`src/rtl/blob_moment_accumulator_defines.svh`:
```
// Assertion macros used by the blob moment accumulator back end.
`ifndef BLOB_MOMENT_ACCUMULATOR_DEFINES_SVH
`define BLOB_MOMENT_ACCUMULATOR_DEFINES_SVH

// The consequent must hold in the same cycle as the antecedent.
`define BMA_ASSERT_NOW(name, clk, rst_n, ante, cons) \
	name: assert property (@(posedge clk) disable iff (!rst_n) (ante) |-> (cons)) \
		else $error("blob moment accumulator check failed");

// The consequent must hold in the cycle after the antecedent.
`define BMA_ASSERT_NEXT(name, clk, rst_n, ante, cons) \
	name: assert property (@(posedge clk) disable iff (!rst_n) (ante) |=> (cons)) \
		else $error("blob moment accumulator check failed");

`endif

```
`src/rtl/bma_pkg.sv`:
```
`timescale 1ns / 1ps
`default_nettype none
package bma_pkg;
	localparam int MAX_LABELS = 4096;
	localparam int ADDR_W = $clog2(MAX_LABELS);
	localparam int CMD_W = 2;
	localparam int LABEL_W = 13;
	localparam int COORD_W = 16;
	localparam int INT_W = 21;
	localparam int CNT_W = 32;
	localparam int SUM_W = 64;
	localparam int SQ_W = 2 * COORD_W;
	localparam int P1_W = COORD_W + 1 + INT_W;
	localparam int P2_W = SQ_W + 1 + INT_W;
	localparam logic [LABEL_W-1:0] LABEL_COUNT_RESET = LABEL_W'(4096);
	localparam logic [LABEL_W-1:0] MAX_LABEL_VAL = LABEL_W'(MAX_LABELS);
	localparam logic [COORD_W-1:0] BB_MIN_INIT = COORD_W'(65534);

	typedef enum logic [CMD_W-1:0] {
		CMD_CLEAR = 2'd0,
		CMD_ACC   = 2'd1,
		CMD_READ  = 2'd2,
		CMD_NONE  = 2'd3
	} cmd_t;

	typedef enum logic [1:0] {
		OP_CLEAR,
		OP_ACC,
		OP_READ,
		OP_BAD
	} op_t;

	typedef struct packed {
		logic [CNT_W-1:0]          count;
		logic signed [SUM_W-1:0]   sum_i;
		logic signed [SUM_W-1:0]   sum_fi;
		logic signed [SUM_W-1:0]   sum_si;
		logic signed [SUM_W-1:0]   sum_ffi;
		logic signed [SUM_W-1:0]   sum_sfi;
		logic signed [SUM_W-1:0]   sum_ssi;
		logic [COORD_W-1:0]        min_row;
		logic [COORD_W-1:0]        max_row;
		logic [COORD_W-1:0]        min_col;
		logic [COORD_W-1:0]        max_col;
	} entry_t;

	typedef struct packed {
		op_t                      op;
		logic [ADDR_W-1:0]        addr;
		logic [COORD_W-1:0]       row;
		logic [COORD_W-1:0]       col;
		logic signed [INT_W-1:0]  intensity;
		logic signed [P1_W-1:0]   p_fi;
		logic signed [P1_W-1:0]   p_si;
		logic signed [P2_W-1:0]   p_ffi;
		logic signed [P2_W-1:0]   p_sfi;
		logic signed [P2_W-1:0]   p_ssi;
	} item_t;

	function automatic entry_t entry_init();
		entry_t e;
		e = '0;
		e.min_row = BB_MIN_INIT;
		e.min_col = BB_MIN_INIT;
		return e;
	endfunction

	function automatic logic signed [SUM_W-1:0] sat_add(
		input logic signed [SUM_W-1:0] a,
		input logic signed [SUM_W-1:0] b
	);
		logic signed [SUM_W-1:0] s;
		s = a + b;
		if (a[SUM_W-1] == b[SUM_W-1] && s[SUM_W-1] != a[SUM_W-1]) begin
			s = a[SUM_W-1] ? {1'b1, {(SUM_W-1){1'b0}}} : {1'b0, {(SUM_W-1){1'b1}}};
		end
		return s;
	endfunction
endpackage
`default_nettype wire

```
`src/rtl/bma_queue.sv`:
```
`timescale 1ns / 1ps
`default_nettype none
module bma_queue (
	input  logic           clk,
	input  logic           arst_n,
	input  logic           push,
	input  bma_pkg::item_t push_item,
	output logic           full,
	input  logic           pop,
	output bma_pkg::item_t head,
	output logic           empty
);
	import bma_pkg::*;

	item_t       slot_q [2];
	logic        wptr_q, rptr_q;
	logic [1:0]  cnt_q;

	assign full = (cnt_q == 2'd2);
	assign empty = (cnt_q == 2'd0);
	assign head = slot_q[rptr_q];

	always_ff @(posedge clk or negedge arst_n) begin
		if (!arst_n) begin
			wptr_q <= 1'b0;
			rptr_q <= 1'b0;
			cnt_q <= 2'd0;
		end else begin
			if (push) begin
				wptr_q <= !wptr_q;
			end
			if (pop) begin
				rptr_q <= !rptr_q;
			end
			cnt_q <= cnt_q + 2'(push) - 2'(pop);
		end
	end

	always_ff @(posedge clk) begin
		if (push) begin
			slot_q[wptr_q] <= push_item;
		end
	end
endmodule
`default_nettype wire

```
`config.mk`:
```
export PLATFORM = sky130hd
export DESIGN_NAME = bma_queue
export DESIGN_NICKNAME = d
export VERILOG_FILES = /design/src/rtl/blob_moment_accumulator_defines.svh /design/src/rtl/bma_pkg.sv /design/src/rtl/bma_queue.sv
export SDC_FILE = /design/constraint.sdc
export NUM_CORES = 1
export LEC_CHECK = 0
export BUFFER_PORTS_ARGS = -buffer_cell sky130_fd_sc_hd__buf_2
export CELL_PAD_IN_SITES_DETAIL_PLACEMENT = 0
export CELL_PAD_IN_SITES_GLOBAL_PLACEMENT = 1
export CORE_AREA = 2 2 237 239
export DETAILED_ROUTE_END_ITERATION = 10
export DIE_AREA = 0 0 239 241
export PLACE_DENSITY_LB_ADDON = 0.25
export SYNTH_ARGS = -nofsm -noshare
export SYNTH_HDL_FRONTEND = slang
export SYNTH_SLANG_ARGS = --single-unit
```
`constraint.sdc`:
```
create_clock -name clk -period 18.3 [get_ports clk]
set_input_delay 0.915 -clock clk [delete_from_list [all_inputs] [get_ports clk]]
set_output_delay 0.915 -clock clk [all_outputs]
set_load 0.01 [all_outputs]
```
==> impl_metrics.toml <==
[status]
outcome = "finished clean"

[cells_and_area]
fin_nets = 1936
drive_above_1_share_pct = 60.73
syn_to_final_growth_pct = 24.87
finish.cell_count_without_fillers = 2387
n_fill_cell = 4471

[global_route]
first_pass_grt_wire_length_um = 72930
track_usage_pct = 17.40
grt_pass1_vias = 11780
grt_start_max_net_pins = 171
antenna_found_initial = 19
globalRoute.totalOverflow = 0

[drt]
postRouteAntennaNets = 0
detailedRoute.firstIterationViolations = 510
wl_per_cell_um = 21.98
remaining_drc_errors = 0
firstDrtPassIters = 4
via_count = 11320
vias_per_cell = 4.741
route.final.wire_length_um = 52470

[timing]
timing.final.setup_violations = 0
setup_repair_after_global_routing_missed_its_margin = "no"
finalHoldViolCount = 0
achievable-frequency_mhz = 207.6
fin_setup_tns_ns = 0
post-route-min-period_ns = 4.818
finClkSkew_ns = 0.01716
timing_worst_slew_pin_value_ns = 1.259
fin_crit_sh_pct = 26.33
slew_viol_final = 0
relSlewSlack_pct = 16.05

[power_and_ir_drop]
power.share.switching_pct = 28.96
sequentialPowerShare_pct = 42.1
power.internal_mw = 3.279
comb_power_share_pct = 31.0
clock_power_share_pct = 26.9
net-switching-power_mw = 1.337
static-leakage-power_nw = 11.52
vdd_ir_drop_max_mv = 0.1135
pwr_per_cell_area_nw_per_um2 = 159.4

[yosys]
synth_most_common_cell = "edfxtp_1"
yosys.cell_types.count = 13
synth_sequential_area_ratio_pct = 79.40
synth_top_area_share_pct = 78.97
most_used_dff_post_synth = "edfxtp_1"
syn_area_um2 = 23190
yosys_register_bits = 614
synth_net_count = 1275
syn_inst = 964
top_cells_by_area_in_the_synthesized_netlist = "edfxtp_1 79%, mux2_4 16%, mux2_2 3.2%, buf_6 1.4%, dfrtp_1 0.43%"
synthesis.area_per_instance_um2 = 24.06
ys_async_sr_fraction_pct = 0.6515
yosysTopAreaCell = "edfxtp_1"
post_synth_edffs = 610
synth-warning-count = 0
post_synth_most_frequent_cells = "610 x edfxtp_1, 240 x mux2_4, 65 x mux2_2"

[setup_path]
r2r_cells = 4
critical_path.reg2reg.endpoint = "slot_q[1][250]$_DFFE_PP_"
required_ns = 17.39
reg2reg_slack_ns = 14.25
crit_path_max_fanout = 67
timing.critical_path.from_type = "flip-flop"
worst-setup-path-type = "flip-flop to output port"
timing.critical_path.arrival_ns = 3.90
reg2reg_from = "wptr_q$_DFFE_PN0P_"
worstSetupEndpointType = "output port"

[clock_tree]
worst_skew_pair.late_latency_ns = 0.59
clk_root_buffer_cell = "clkbuf_16"
cts_inserted_buffers = 66
post_cts.repair.setup_buffers = 0
ctsResizeCount = 0
tritoncts = "done"
cts_hold_buf = 0
clock_tree.htree_level_count = 3
clock_sinks = 614
max-clock-path-buffers = 3
clk_pin_slew_ns = 0.06

[floorplanning]
dieHeight_um = 241
floorplan.rows = 86
die-area_um2 = 57600
coreArea_um2 = 54880
die_width_um = 239
initial_utilization_pct = 42.27
io-pin-count = 616

[flow_run]
drv.max_cap_violation_count = 0

[place]
routability_congestion_estimate_from_global_placement = 0.7775
placed_cells_incl_taps = 2261
dp.final_hpwl_um = 36490
port_buffers = 615

[worst_hold_path]
hold_path_class = "input pin to asynchronous set/reset pin"
==> cell type report <==
class / instances / area [µm²] / share of cell area [%]
Sequential cell: 614 / 18420 / 63.60
Multi-Input combinational cell: 314 / 4434 / 15.31
Timing Repair Buffer: 627 / 3181 / 10.98
Clock buffer: 89 / 1802 / 6.221
Tap cell: 704 / 880.8 / 3.041
Clock inverter: 27 / 212.7 / 0.7344
Antenna cell: 10 / 25.02 / 0.08640
Inverter: 2 / 7.507 / 0.02592
==> cell families (layout without fill, tap and decap cells) <==
kind of cell,count (synthesis),in the layout,share of synthesized area (%)
XOR/XNOR,3,3,0.1780
adder cells (fa/ha/maj),2,2,0.1079
buffers and inverters,36,745,1.521
flip-flops,614,614,79.40
multiplexers,305,305,18.69
other,0,10,0
AND/OR/NAND/NOR,4,4,0.09709
==> cell usage in the layout, fill, tap and decap left out, types with 2 or more instances in the layout <==
| cell type | netlist | layout |
|---|---|---|
| bufinv_16 | 0 | 2 |
| edfxtp_1 | 610 | 610 |
| mux2_4 | 240 | 240 |
| xor2_1 | 2 | 2 |
| mux2_2 | 65 | 65 |
| buf_2 | 6 | 615 |
| clkinv_1 | 0 | 15 |
| buf_4 | 0 | 11 |
| clkbuf_16 | 0 | 69 |
| clkinvlp_4 | 0 | 2 |
| ha_1 | 2 | 2 |
| clkinv_8 | 0 | 2 |
| dfrtp_1 | 4 | 3 |
| inv_1 | 2 | 2 |
| clkbuf_1 | 0 | 20 |
| diode_2 | 0 | 10 |
| clkinv_2 | 0 | 4 |
==> worst max-delay path by stage <==
stage	start	endpoint	slack, ns	cells after the start
6_report	rptr_q$_DFFE_PN0P_	head[51]	13.48	4
5_1_grt	rptr_q$_DFFE_PN0P_	head[52]	13.26	4
4_1_cts	rptr_q$_DFFE_PN0P_	head[52]	13.36	4
3_5_place_dp	push	slot_q[1][179]$_DFFE_PP_	13.60	5
3_3_place_gp	push	slot_q[1][179]$_DFFE_PP_	13.57	5
2_1_floorplan	push	slot_q[0][0]$_DFFE_PP_	3.26	1
==> critical path, cell delays in order, from the launching register on <==
cell and delay, ns:
dfrtp_4 0.74, buf_4 0.84, buf_4 1.05, mux2_2 0.42, buf_2 0.14
==> sequential cells by signal (all words and copies together), names as in the netlist <==
register  count
slot_q      610
cnt_q         2
rptr_q        1
wptr_q        1
==> power by group through the flow <==
stage / sequential (mW) / combinational (mW) / clock [mW]
after floorplan: 2.07 / 0.985 / 0
after global placement: 1.96 / 1.46 / 0
after detailed placement: 1.97 / 1.46 / 0
after CTS: 1.95 / 1.47 / 1.28
after global routing: 1.97 / 1.52 / 1.33
final: 1.94 / 1.43 / 1.24
==> routing by layer <==
layer | track usage (%) | up-vias | part of all wire, %
met1 | 18.60 | 5615 | 35
li1 | - | 5205 | -
met2 | 31.10 | 374 | 53
met3 | 6.394 | 102 | 8.2
met5 | 0 | - | 0.27
met4 | 7.178 | 20 | 2.7
==> stage by stage <==
step	area, µm²	hold WS (ns)	setup WS, ns	util [%]	power (mW)
2_1_floorplan	23190	0.4555	3.262	-	3.051
3_3_place_gp	26920	0.5350	13.57	49.06	3.422
3_5_place_dp	26920	0.5387	13.60	49.06	3.434
4_1_cts	28940	0.08081	13.36	52.73	4.691
5_1_grt	28950	0.09942	13.26	52.75	4.821
6_report	28960	0.1221	13.48	52.78	4.616
Note: power is estimated with default switching activity, not from simulation.
